--- config.mk ---
export PLATFORM = sky130hd
export DESIGN_NAME = alpha_premultiply_unit
export DESIGN_NICKNAME = d
export VERILOG_FILES = /design/src/sv/apm_pkg.sv /design/src/sv/apm_lane.sv /design/src/sv/alpha_premultiply_unit.sv
export SDC_FILE = /design/constraint.sdc
export NUM_CORES = 1
export LEC_CHECK = 0
export BUFFER_PORTS_ARGS = -buffer_cell sky130_fd_sc_hd__clkbuf_2
export CORE_MARGIN = 4
export CORE_UTILIZATION = 45
export CTS_CLUSTER_SIZE = 28
export DETAILED_ROUTE_END_ITERATION = 8
export GPL_ROUTABILITY_DRIVEN = 1
export PLACE_DENSITY = 0.71
export SKIP_CTS_REPAIR_TIMING = 1
export SYNTH_ARGS = -nofsm -noshare
export SYNTH_HDL_FRONTEND = slang
export SYNTH_SLANG_ARGS = --single-unit
--- constraint.sdc ---
create_clock -name clk -period 5.4 [get_ports clk]
set_input_delay 0.54 -clock clk [delete_from_list [all_inputs] [get_ports clk]]
set_output_delay 0.54 -clock clk [all_outputs]
set_load 0.05 [all_outputs]
--- src/sv/apm_pkg.sv ---
package apm_pkg;

    localparam int CHAN_W   = 8;
    localparam int NUM_W    = 16;
    localparam int QUO_BITS = 8;
    localparam int LANES    = 3;
    // Front stage plus one stage per quotient bit.
    localparam int LANE_LAT = QUO_BITS + 1;

    localparam logic [CHAN_W-1:0] CHAN_MAX   = 8'd255;
    localparam logic [NUM_W-1:0]  ROUND_HALF = 16'd127;

    typedef logic [CHAN_W-1:0] chan_t;

    typedef struct packed {
        chan_t red_in;
        chan_t green_in;
        chan_t blue_in;
        chan_t alpha_in;
    } pix_in_t;

    typedef struct packed {
        chan_t red_out;
        chan_t green_out;
        chan_t blue_out;
        chan_t alpha_out;
    } pix_out_t;

    // Overrides that bypass the quotient in unpremultiply mode.
    typedef struct packed {
        logic zero;
        logic sat;
    } lane_ctl_t;

endpackage

--- src/sv/apm_lane.sv ---
module apm_lane
    import apm_pkg::*;
(
    input  logic  clk,
    input  logic  mode,
    input  chan_t chan,
    input  chan_t alpha,
    output chan_t res
);

    // Both modes reduce to floor(num / div) with a quotient below 256:
    // premultiply uses num = c*a + 127, div = 255; unpremultiply uses
    // num = c*255 + a/2, div = a, valid whenever c < a.
    logic [NUM_W-1:0]  rem_reg [0:QUO_BITS-1];
    chan_t             div_reg [0:QUO_BITS-1];
    lane_ctl_t         ctl_reg [0:QUO_BITS];
    logic [QUO_BITS-1:0] quo_reg [1:QUO_BITS];

    logic [NUM_W-1:0] num_next;
    logic [NUM_W-1:0] prod;
    chan_t            mul_b;
    logic [NUM_W-1:0] addend;
    chan_t            div_next;
    lane_ctl_t        ctl_next;

    always_comb
    begin
        mul_b    = mode ? CHAN_MAX : alpha;
        addend   = mode ? {{(NUM_W-CHAN_W){1'b0}}, alpha >> 1} : ROUND_HALF;
        prod     = {{(NUM_W-CHAN_W){1'b0}}, chan} * {{(NUM_W-CHAN_W){1'b0}}, mul_b};
        num_next = prod + addend;
        div_next = mode ? alpha : CHAN_MAX;
        ctl_next.zero = mode && (alpha == '0);
        ctl_next.sat  = mode && (chan >= alpha);
    end

    always_ff @(posedge clk)
    begin
        rem_reg[0] <= num_next;
        div_reg[0] <= div_next;
        ctl_reg[0] <= ctl_next;
    end

    // One restoring step per stage, most significant quotient bit first.
    for (genvar k = 1; k <= QUO_BITS; k++) begin : g_step
        logic [NUM_W:0]      shifted;
        logic [NUM_W:0]      trial;
        logic                take;
        logic [QUO_BITS-1:0] quo_in;
        logic [QUO_BITS-1:0] quo_next;

        if (k == 1) begin : g_first
            assign quo_in = '0;
        end else begin : g_rest
            assign quo_in = quo_reg[k-1];
        end

        always_comb
        begin
            shifted  = {{(NUM_W+1-CHAN_W){1'b0}}, div_reg[k-1]} << (QUO_BITS - k);
            trial    = {1'b0, rem_reg[k-1]} - shifted;
            take     = !trial[NUM_W];
            quo_next = {quo_in[QUO_BITS-2:0], take};
        end

        always_ff @(posedge clk)
        begin
            quo_reg[k] <= quo_next;
            ctl_reg[k] <= ctl_reg[k-1];
        end

        if (k < QUO_BITS) begin : g_carry
            always_ff @(posedge clk)
            begin
                rem_reg[k] <= take ? trial[NUM_W-1:0] : rem_reg[k-1];
                div_reg[k] <= div_reg[k-1];
            end
        end
    end

    always_comb
    begin
        priority if (ctl_reg[QUO_BITS].zero)
        begin
            res = '0;
        end
        else if (ctl_reg[QUO_BITS].sat)
        begin
            res = CHAN_MAX;
        end
        else
        begin
            res = quo_reg[QUO_BITS];
        end
    end

endmodule

--- src/sv/alpha_premultiply_unit.sv ---
// Channel   Ports                      Beat taken when
// ------    -------------------------  ------------------------
// input     start, busy, pixel         start high, busy low
// output    done, result               done high (no backpressure)
// config    mode_we, mode_wdata        mode_we high
//
// One pixel can be taken every cycle; busy is always low.
// A pixel's result appears with done after passing, in order, through
// one front stage with the channel multiplier, eight restoring divide
// stages (one quotient bit each) and the output register.
// Reset clears the mode register and the valid pipeline; data stages are
// not reset. The receiver cannot stall, so nothing in the pipeline waits.
module alpha_premultiply_unit
    import apm_pkg::*;
(
    input  logic     clk,
    input  logic     rst_n,
    input  logic     start,
    output logic     busy,
    input  pix_in_t  pixel,
    output logic     done,
    output pix_out_t result,
    input  logic     mode_we,
    input  logic     mode_wdata
);

    logic     mode_reg;
    logic     vld_reg [0:LANE_LAT-1];
    chan_t    alpha_reg [0:LANE_LAT-1];
    logic     done_reg;
    pix_out_t result_reg;
    logic     accept;
    chan_t    lane_in  [0:LANES-1];
    chan_t    lane_res [0:LANES-1];

    assign busy   = 1'b0;
    assign accept = start && !busy;

    assign lane_in[0] = pixel.red_in;
    assign lane_in[1] = pixel.green_in;
    assign lane_in[2] = pixel.blue_in;

    always_ff @(posedge clk or negedge rst_n)
    begin
        if (!rst_n)
        begin
            mode_reg <= 1'b0;
        end
        else if (mode_we)
        begin
            mode_reg <= mode_wdata;
        end
    end

    for (genvar i = 0; i < LANES; i++) begin : g_lane
        apm_lane u_lane (
            .clk   (clk),
            .mode  (mode_reg),
            .chan  (lane_in[i]),
            .alpha (pixel.alpha_in),
            .res   (lane_res[i])
        );
    end

    always_ff @(posedge clk or negedge rst_n)
    begin
        if (!rst_n)
        begin
            for (int i = 0; i < LANE_LAT; i++)
            begin
                vld_reg[i] <= 1'b0;
            end
            done_reg <= 1'b0;
        end
        else
        begin
            vld_reg[0] <= accept;
            for (int i = 1; i < LANE_LAT; i++)
            begin
                vld_reg[i] <= vld_reg[i-1];
            end
            done_reg <= vld_reg[LANE_LAT-1];
        end
    end

    always_ff @(posedge clk)
    begin
        alpha_reg[0] <= pixel.alpha_in;
        for (int i = 1; i < LANE_LAT; i++)
        begin
            alpha_reg[i] <= alpha_reg[i-1];
        end
    end

    // Merge the three color lanes with the delayed alpha into one beat.
    always_ff @(posedge clk)
    begin
        result_reg.red_out   <= lane_res[0];
        result_reg.green_out <= lane_res[1];
        result_reg.blue_out  <= lane_res[2];
        result_reg.alpha_out <= alpha_reg[LANE_LAT-1];
    end

    assign done   = done_reg;
    assign result = result_reg;

    a_latency: assert property (@(posedge clk) disable iff (!rst_n)
        accept |-> ##(LANE_LAT+1) done)
        else $error("accepted pixel did not produce a result on time");

    a_no_spurious: assert property (@(posedge clk) disable iff (!rst_n)
        done |-> $past(accept, LANE_LAT+1))
        else $error("result beat without a matching input beat");

    a_unpremul_zero: assert property (@(posedge clk) disable iff (!rst_n)
        done && mode_reg && (result.alpha_out == '0) |->
            (result.red_out == '0) && (result.green_out == '0) && (result.blue_out == '0))
        else $error("unpremultiply with zero alpha gave nonzero color");

    a_premul_bound: assert property (@(posedge clk) disable iff (!rst_n)
        done && !mode_reg |->
            (result.red_out <= result.alpha_out) && (result.green_out <= result.alpha_out)
            && (result.blue_out <= result.alpha_out))
        else $error("premultiplied color exceeds alpha");

endmodule

# Word-level counts from Yosys, hierarchy flattened
# Memories as Yosys holds them, arrays and structs flattened. A register that Yosys moved wholly into a read port is not among the register bits.
# Cells that the tools add are included.
[totals]
word_cells = 116
memories = 13
ramBits = 894
latch_bits = 0
input_bits = 37
regBits = 35
rom_bits = 0
[memory_table]
columns = ["name", "words", "width", "rd", "rd_ports_with_merged_regs", "wr", "line", "rtl"]
rows = [
  ["g_lane[0].u_lane.rem_reg", 8, 16, 8, 0, 8, "apm_lane.sv:14", "logic [NUM_W-1:0] rem_reg [0:QUO_BITS-1];"],
  ["g_lane[1].u_lane.rem_reg", 8, 16, 8, 0, 8, "apm_lane.sv:14", ""],
  ["g_lane[2].u_lane.rem_reg", 8, 16, 8, 0, 8, "apm_lane.sv:14", ""],
  ["alpha_reg", 9, 8, 9, 1, 9, "alpha_premultiply_unit.sv:29", "chan_t alpha_reg [0:LANE_LAT-1];"],
  ["g_lane[0].u_lane.div_reg", 8, 8, 8, 0, 8, "apm_lane.sv:15", "chan_t div_reg [0:QUO_BITS-1];"],
  ["g_lane[0].u_lane.quo_reg", 8, 8, 8, 0, 8, "apm_lane.sv:17", "logic [QUO_BITS-1:0] quo_reg [1:QUO_BITS];"],
  ["+7 memories", "n/a", "n/a", "n/a", "n/a", "n/a", "n/a", ""],
]
[op_classes]
add_sub_neg = 27
n_lt_le_gt_ge = 3
n_mux = 27
n_div = 0
eq_ne = 0
reduce_logical = 29
n_shift = 0
n_bitwise = 0
n_mul = 3
[ops]
columns = ["cell", "count"]
rows = [
  ["$mux 16", 21],
  ["$sub 16x10->17", 3],
  ["$sub 16x11->17", 3],
  ["$sub 16x12->17", 3],
  ["$sub 16x13->17", 3],
  ["$sub 16x14->17", 3],
  ["$sub 16x15->17", 3],
  ["$sub 16x8->17", 3],
  ["$sub 16x9->17", 3],
  ["$mul 8x8->16", 3],
  ["$mux 8", 5],
  ["$add 16x16->16", 2],
  ["$ge 8x8->1", 3],
  ["$logic_not 1->1", 24],
  ["$add 16x7->16", 1],
  ["$logic_not 8->1", 1],
  ["$mux 7", 1],
  ["$logic_and 1x1->1", 4],
]

# Depth between registers and ports, before layout
# Gate-level depths: netlist of run 1.
[depth]
ltp_word = 3
depth_mapped = 19

# By module
# A second synthesis of run 1 with hierarchy kept.
[unflattened]
cells_unflattened = 3687
area_unflattened_um2 = 37385.9
[by_module_without_submodules]
columns = ["module", "n_inst", "area_per_inst_um2", "seq_area_each_um2", "cells_each"]
rows = [
  ["apm_lane at g_lane[1].u_lane", 1, 11733.8, 4924.7, 1211],
  ["apm_lane at g_lane[0].u_lane", 1, 11697.5, 4924.7, 1198],
  ["apm_lane at g_lane[2].u_lane", 1, 11571.1, 4924.7, 1160],
  ["alpha_premultiply_unit", 1, 2383.5, 2357.3, 118],
]

# Worst setup path after synthesis of run 1
# OpenSTA, ideal clock, no wires.
[synth_timing]
path_kind = "reg2reg"
start = "register mode_reg"
end = "memory g_lane[1].u_lane.rem_reg[0][14]"
required_time_ns = 5.282
synth_period_minus_slack_ns = 4.862
path_stages_with_launch = 19
arrival_ns = 4.744
setup_slack_ns = 0.538
cell_sequence = "dfrtp_1 -> buf_1 -> or2_1 -> clkbuf_1 -> nand2_1 -> fa_1 -> fa_1 -> inv_1 -> fa_1 -> inv_1 -> fa_1 -> inv_1 -> ha_1 -> o21ai_0 -> nand2b_1 -> a31oi_1 -> nor2_1 -> a221o_1 -> xnor2_1"
[synth_rtl]
columns = ["item", "line", "rtl"]
rows = [
  ["start, declared", "alpha_premultiply_unit.sv:27", "logic mode_reg;"],
  ["start signal, assigned", "alpha_premultiply_unit.sv:51", "mode_reg <= mode_wdata;"],
  ["end, declared", "apm_lane.sv:14", ""],
]

==> results of run 1 <==
[kinds of logic (layout without fill, tap and decap cells)]
group,Yosys count,count (layout)
AO/OA/AOI/OAI,629,629
XOR/XNOR,126,126
adder cells (fa/ha/maj),474,474
buffers and inverters,385,551
flip-flops,707,707
multiplexers,90,90
other,1,1
AND/OR/NAND/NOR,890,890
[synthesized netlist by cell type (11+ instances only)]
cell | number | area (um2)
o21ai_0 | 143 | 716
o21bai_1 | 13 | 97.6
and2_1 | 57 | 357
mux2_2 | 67 | 754
xor2_1 | 45 | 394
nor2b_1 | 118 | 738
xnor2_1 | 81 | 709
nand2b_1 | 41 | 257
a21oi_1 | 154 | 771
nand3_1 | 28 | 140
or3_1 | 22 | 138
mux2i_1 | 18 | 180
o31ai_1 | 27 | 203
o21a_1 | 70 | 526
or2_2 | 17 | 106
or4_1 | 14 | 105
a211oi_1 | 21 | 158
a31oi_1 | 17 | 106
nand2_1 | 194 | 728
a21boi_0 | 16 | 120
nor3_1 | 75 | 375
dfrtp_1 | 11 | 275
o211ai_1 | 23 | 173
nor2_1 | 266 | 998
nor4_1 | 21 | 131
dfxtp_1 | 696 | 13900
o31a_1 | 24 | 210
fa_1 | 150 | 3000
inv_1 | 333 | 1250
clkbuf_1 | 36 | 135
ha_1 | 324 | 4050
a21o_1 | 48 | 360
[per-layer routing]
| metal | GRT usage | vias to the layer above |
|---|---|---|
| li1 | - | 11400 |
| met1 | 0.210 | 10300 |
| met2 | 0.303 | 499 |
| met3 | 0.0287 | 177 |
| met4 | 0.0768 | 0 |
| met5 | 0 | - |
[path summary, 6_finish.rpt]
path                                           startpoint                              end  cells past startpoint
setup / recovery                                 mode_reg  g_lane[1].u_lane.rem_reg[0][14]                     16
hold / removal                                      start                       vld_reg[8]                      1
setup reg to reg                                 mode_reg  g_lane[1].u_lane.rem_reg[0][14]                     16
hold reg to reg            g_lane[0].u_lane.quo_reg[6][5]   g_lane[0].u_lane.quo_reg[7][6]                      0
max in group asynchronous                           rst_n                       vld_reg[8]                      2
min in group asynchronous                           rst_n                       vld_reg[4]                      2
[power groups by stage]
stage                     clock, mW  sequential, mW  combinational [mW]
after floorplan                   0            8.19                9.07
after global placement            0            8.32                11.2
after detailed placement          0            8.35                11.4
after CTS                      5.39            8.25                11.5
after global routing           5.59            8.47                13.2
final                          5.24            8.25                11.5
[final cells by class]
cell class | count | share of cell area
clock buffers | 103 | 0.0587
clock inverters | 25 | 0.0104
inverters | 334 | 0.0335
multi-input cells | 2210 | 0.472
flip-flops and latches | 707 | 0.380
well taps | 959 | 0.0321
repair buffers | 89 | 0.0136
[worst max-delay path: stages (launching register included)]
cell	delay (ns)
dfrtp_1	0.49
or2_2	0.51
nand2_1	0.14
fa_1	0.45
fa_1	0.55
inv_1	0.06
fa_1	0.54
inv_1	0.06
fa_1	0.53
inv_1	0.04
ha_1	0.32
o21ai_0	0.28
nand2b_1	0.09
a31oi_1	0.28
nor2_1	0.08
a221o_1	0.31
xnor2_1	0.13
[layout by cell type (no fill, tap or decap), drive strengths merged, types with 76 or more instances in the layout]
cell | netlist | routed
inv | 334 | 335
nor3 | 76 | 76
nand2 | 195 | 195
a21oi | 154 | 154
clkbuf | 36 | 172
o21ai | 151 | 151
fa | 150 | 150
nor2b | 119 | 119
xnor2 | 81 | 81
ha | 324 | 324
nor2 | 268 | 268
dfxtp | 696 | 696
[through the flow]
step / setup WS, ns / cells / hold WS (ns) / util
3_5_place_dp: 0.302 / 4298 / 0.312 / 0.476
5_1_grt: 0.0933 / 4427 / 0.0219 / 0.511
4_1_cts: 0.415 / 4426 / -0.227 / 0.511
6_report: 0.432 / 4427 / 0.0557 / 0.511
3_3_place_gp: 0.389 / 4298 / 0.310 / 0.476
2_1_floorplan: 0.538 / 3302 / 0.244 / -
==> results.md, run 1 <==
* Clock latency on the worst-skew pair at 0.60 ns
* Syn_nets at 3813
* Met2 wire length at 32.4 mm
* Number of flops mapped to enable cells by yosys at 0
* Synth-to-layout area growth at 12.2%
* Max clock buf depth at 3
* Row Count at 99
* Inserted Clock Buffers at 74
* Routability cong. at 0.900
* Fin Setup TNS at 0 ns
* Largest net degree at the start of global routing at 25
* Area share of fa/ha/maj cells after synthesis at 0.212
* Fraction of layout cells with a size suffix above 1 at 0.0926
* Reg2Reg Setup Slack at 0.43 ns
* I/O pin count at 71
* Detailed placement HPWL at 52.3 mm
* Clk pin slew, worst setup/hold paths at 0.06 ns
* Routed Antenna Nets at 0
* Initial antenna violation count at 0
* Register share of total power at 0.330
* Mux cell area share after synthesis at 0.0301
* Final Skew at 0.0225 ns
* Static Leak at 17.4 nW
* Die Area at 78500 um2
* Final Hold Fails at 0
* Detailed-route wire length on metal 1 at 29.5 mm
* Slew HR at 0.395
* Synth Register Bits at 707
* Vias post-DR at 22400
* H-tree depth at 3
* Synth Area in Compound Gates at 0.123
* Required time of the worst setup path at 5.88 ns
* Diode count at 0
* Total power divided by cell area at 669 nW/um2
* CP arrival at 5.45 ns
* Footprint of the multi-input gates at 17600 um2
* Tmin final at 4.97 ns
* Vias in the first global route at 22100
* Combinational family with the most area after synthesis: adder cells
* DR vias/cell at 5.06
* Synth cell types at 91
* Gr usage total at 0.173
* Ys Warns at 0
* Sequential fraction of the synthesis area at 0.426
* WL/cell at 15.3 um
* Reg area at 14200 um2
* Sinks on Clock Net at 707
* Final Setup Violations at 0
* Slew @ Worst Pin at 0.904 ns
* Top sig layer: met4
* Status: complete, no violations
* Worst-path fanout max at 21
* Crit start category: register
* Sw Ratio at 0.373
* Clock root buffer: clkbuf_16
* VDD IR max at 0.397 mV
* NumNets Final at 3927
* Internal power consumption at 15.7 mW
* Pins over their slew limit at 0
* Max-Cap Viols at 0
* Max FFs per register at 384
* Area after DPL at 34800 um2
* Maximum clock rate at 0.201 GHz
* Remaining global-route overflow at 0
* Hold Path Class: in2reg
* Metal3 WL at 2.93 mm
* Die X at 280 um
* DRC at 0
* Avg Cell Area, Syn at 10.1 um2
* Design area at 37400 um2
* Post-Synth Simple-Gate Area at 0.131
* Drt first pass iters at 5
* Post-Synthesis Cell Area at 33300 um2
* Crit Path Class: reg2reg
* Unrepaired setup endpoints after global routing: no
* Predominant post-synthesis flop cell: dfxtp_1
* CTS tree: yes
* Net switching power at 9.32 mW
* Comb power frac at 0.461
* Die H at 280 um
* Xor and xnor fraction of the mapped netlist area at 0.0331
* Fill cell count at 6527
* First-pass GRT wire length at 110 mm
* Initial Util at 0.455
* Final period util at 0.920
* Clock group share of total power at 0.209
* Port Buffer Count at 69
* Post-synth ARST share at 0.0156
* Gate Count Post-Synth at 3302
* Pwr Total at 25.0 mW
* Final WL at 67.9 mm
* 1st-iter DRT viols at 1100
* Core area at 73200 um2
* Crit. End Element: register
(Power assumes the default switching activity.)
==> inputs of run 2 (changes only) <==
MAX_ROUTING_LAYER = met4   (was not set)
==> run 2 against run 1 <==
Against the previous run: worst hold slack lost 0.017 ns; power rose by 0.23%; register-to-register slack worse by 0.05 ns; sequential share of layout area about the same; non-clock buffer count increased by 1.
==> results.md, run 2 (same netlist as run 1, synthesis figures left out) <==
* Required time of the worst setup path at 5.88 ns
* Pwr Total at 25.1 mW
* Largest net degree at the start of global routing at 25
* Worst-path fanout max at 19
* Clock group share of total power at 0.211
* Tmin final at 5.01 ns
* Remaining global-route overflow at 0
* Initial antenna violation count at 2
* DRC at 0
* Final period util at 0.929
* Inserted Clock Buffers at 73
* Static Leak at 17.4 nW
* Crit. End Element: register
* Slew @ Worst Pin at 0.860 ns
* Crit Path Class: reg2reg
* DR vias/cell at 5.05
* Total power divided by cell area at 670 nW/um2
* Die H at 280 um
* Core area at 73200 um2
* Final Setup Violations at 0
* Dpl cells at 4299
* CTS tree: yes
* Most common cell after layout, fill and taps aside: dfxtp_1
* Final core occ at 0.511
* Comb power frac at 0.460
* Commonest non-fill, non-tap cells in the layout: 695 x dfxtp_1, 333 x inv_1, 324 x ha_1
* Net switching power at 9.36 mW
* CP arrival at 5.49 ns
* Routed Antenna Nets at 0
* Internal power consumption at 15.7 mW
* Crit start category: register
* Status: complete, no violations
* Routability cong. at 0.926
* Slew HR at 0.424
* WL/cell at 15.3 um
* Sw Ratio at 0.373
* Gr usage total at 0.179
* Synth-to-layout area growth at 12.2%
* VDD IR max at 0.305 mV
* Area after DPL at 34800 um2
* Post-route insts no fill at 4432
* Detailed placement HPWL at 52.7 mm
* Vias in the first global route at 21900
* NumNets Final at 3927
* Drt first pass iters at 8
* First-pass GRT wire length at 110 mm
* Sinks on Clock Net at 707
* Maximum clock rate at 0.199 GHz
* Vias post-DR at 22400
* Clk pin slew, worst setup/hold paths at 0.06 ns
* Final Skew at 0.0273 ns
* Final Hold Fails at 0
* Clock root buffer: clkbuf_16
* Register share of total power at 0.329
* Port Buffer Count at 69
* 1st-iter DRT viols at 1229
* Die Area at 78500 um2
* Max clock buf depth at 3
* Max-Cap Viols at 0
* Unrepaired setup endpoints after global routing: no
* Final WL at 67.7 mm
* Row Count at 99
* Clock latency on the worst-skew pair at 0.61 ns
* Fraction of layout cells with a size suffix above 1 at 0.0936
* Die X at 280 um
* Initial Util at 0.455
* Max FFs per register at 384
* H-tree depth at 3
* Hold Path Class: in2reg
* Pins over their slew limit at 0
* Design area at 37400 um2
* Fin Setup TNS at 0 ns
* I/O pin count at 71
* Diode count at 0
[run 2: cell types whose count changed in the layout (fill, tap and decap cells not counted)]
cell	previous run	this run
buf_12	1	0
buf_4	18	20
bufinv_16	8	12
clkbuf_1	9	10
clkbuf_16	77	74
clkbuf_8	17	8
clkinv_16	1	0
clkinv_2	12	8
clkinv_4	0	4
clkinvlp_4	1	8
inv_6	0	5
[run 2: critical path, cell delays in order, from the launching register on]
cell and delay, ns:
dfrtp_1 0.52, buf_4 0.26, nor2_1 0.11, buf_4 0.26
nor2b_1 0.10, fa_1 0.44, fa_1 0.48, fa_1 0.56
inv_1 0.05, fa_1 0.50, inv_1 0.05, ha_1 0.31
o21ai_0 0.29, nand2b_1 0.09, a31oi_1 0.30, nor2_1 0.07
a221o_1 0.33, xnor2_1 0.13
[run 2: layout make-up]
type | count | area [um2]
clock buffers | 92 | 2000
clock inverters | 40 | 592
fillers | 6556 | 35800
inverters | 334 | 1250
multi-input cells | 2210 | 17600
flip-flops and latches | 707 | 14200
well taps | 959 | 1200
repair buffers | 90 | 505
[run 2: final timing paths]
path | startpoint | to | slack (ns) | depth (start not counted)
max in group asynchronous | rst_n | vld_reg[5] | 4.86 | 2
min reg2reg | g_lane[2].u_lane.quo_reg[1][9] | g_lane[2].u_lane.quo_reg[2][2] | 0.30 | 0
min | start | vld_reg[8] | 0.04 | 1
max | mode_reg | g_lane[0].u_lane.rem_reg[0][14] | 0.39 | 17
min in group asynchronous | rst_n | mode_reg | 0.33 | 2
max reg2reg | mode_reg | g_lane[0].u_lane.rem_reg[0][14] | 0.39 | 17
[run 2: stage by stage]
step           hold slack [ns]  setup WS, ns
6_report                0.0383         0.385
5_1_grt                0.00222        0.0127
4_1_cts                 -0.236         0.352
3_5_place_dp             0.312         0.273
3_3_place_gp             0.310         0.401
2_1_floorplan            0.244         0.538
[run 2: power by group through the flow]
| stage | logic, mW | clock network (mW) | registers, mW |
|---|---|---|---|
| final | 11.5 | 5.29 | 8.25 |
| after global routing | 13.2 | 5.63 | 8.47 |
| after floorplan | 9.07 | 0 | 8.19 |
| after CTS | 11.6 | 5.43 | 8.25 |
| after detailed placement | 11.5 | 0 | 8.36 |
| after global placement | 11.2 | 0 | 8.32 |
[run 2: layer usage]
layer	routed length, um	vias up	share of wire	track usage
met4	3280	0	0.048	0.0790
met5	0	-	0	-
li1	-	11400	-	-
met1	29800	10200	0.44	0.213
met2	32100	503	0.47	0.302
met3	2510	187	0.037	0.0257
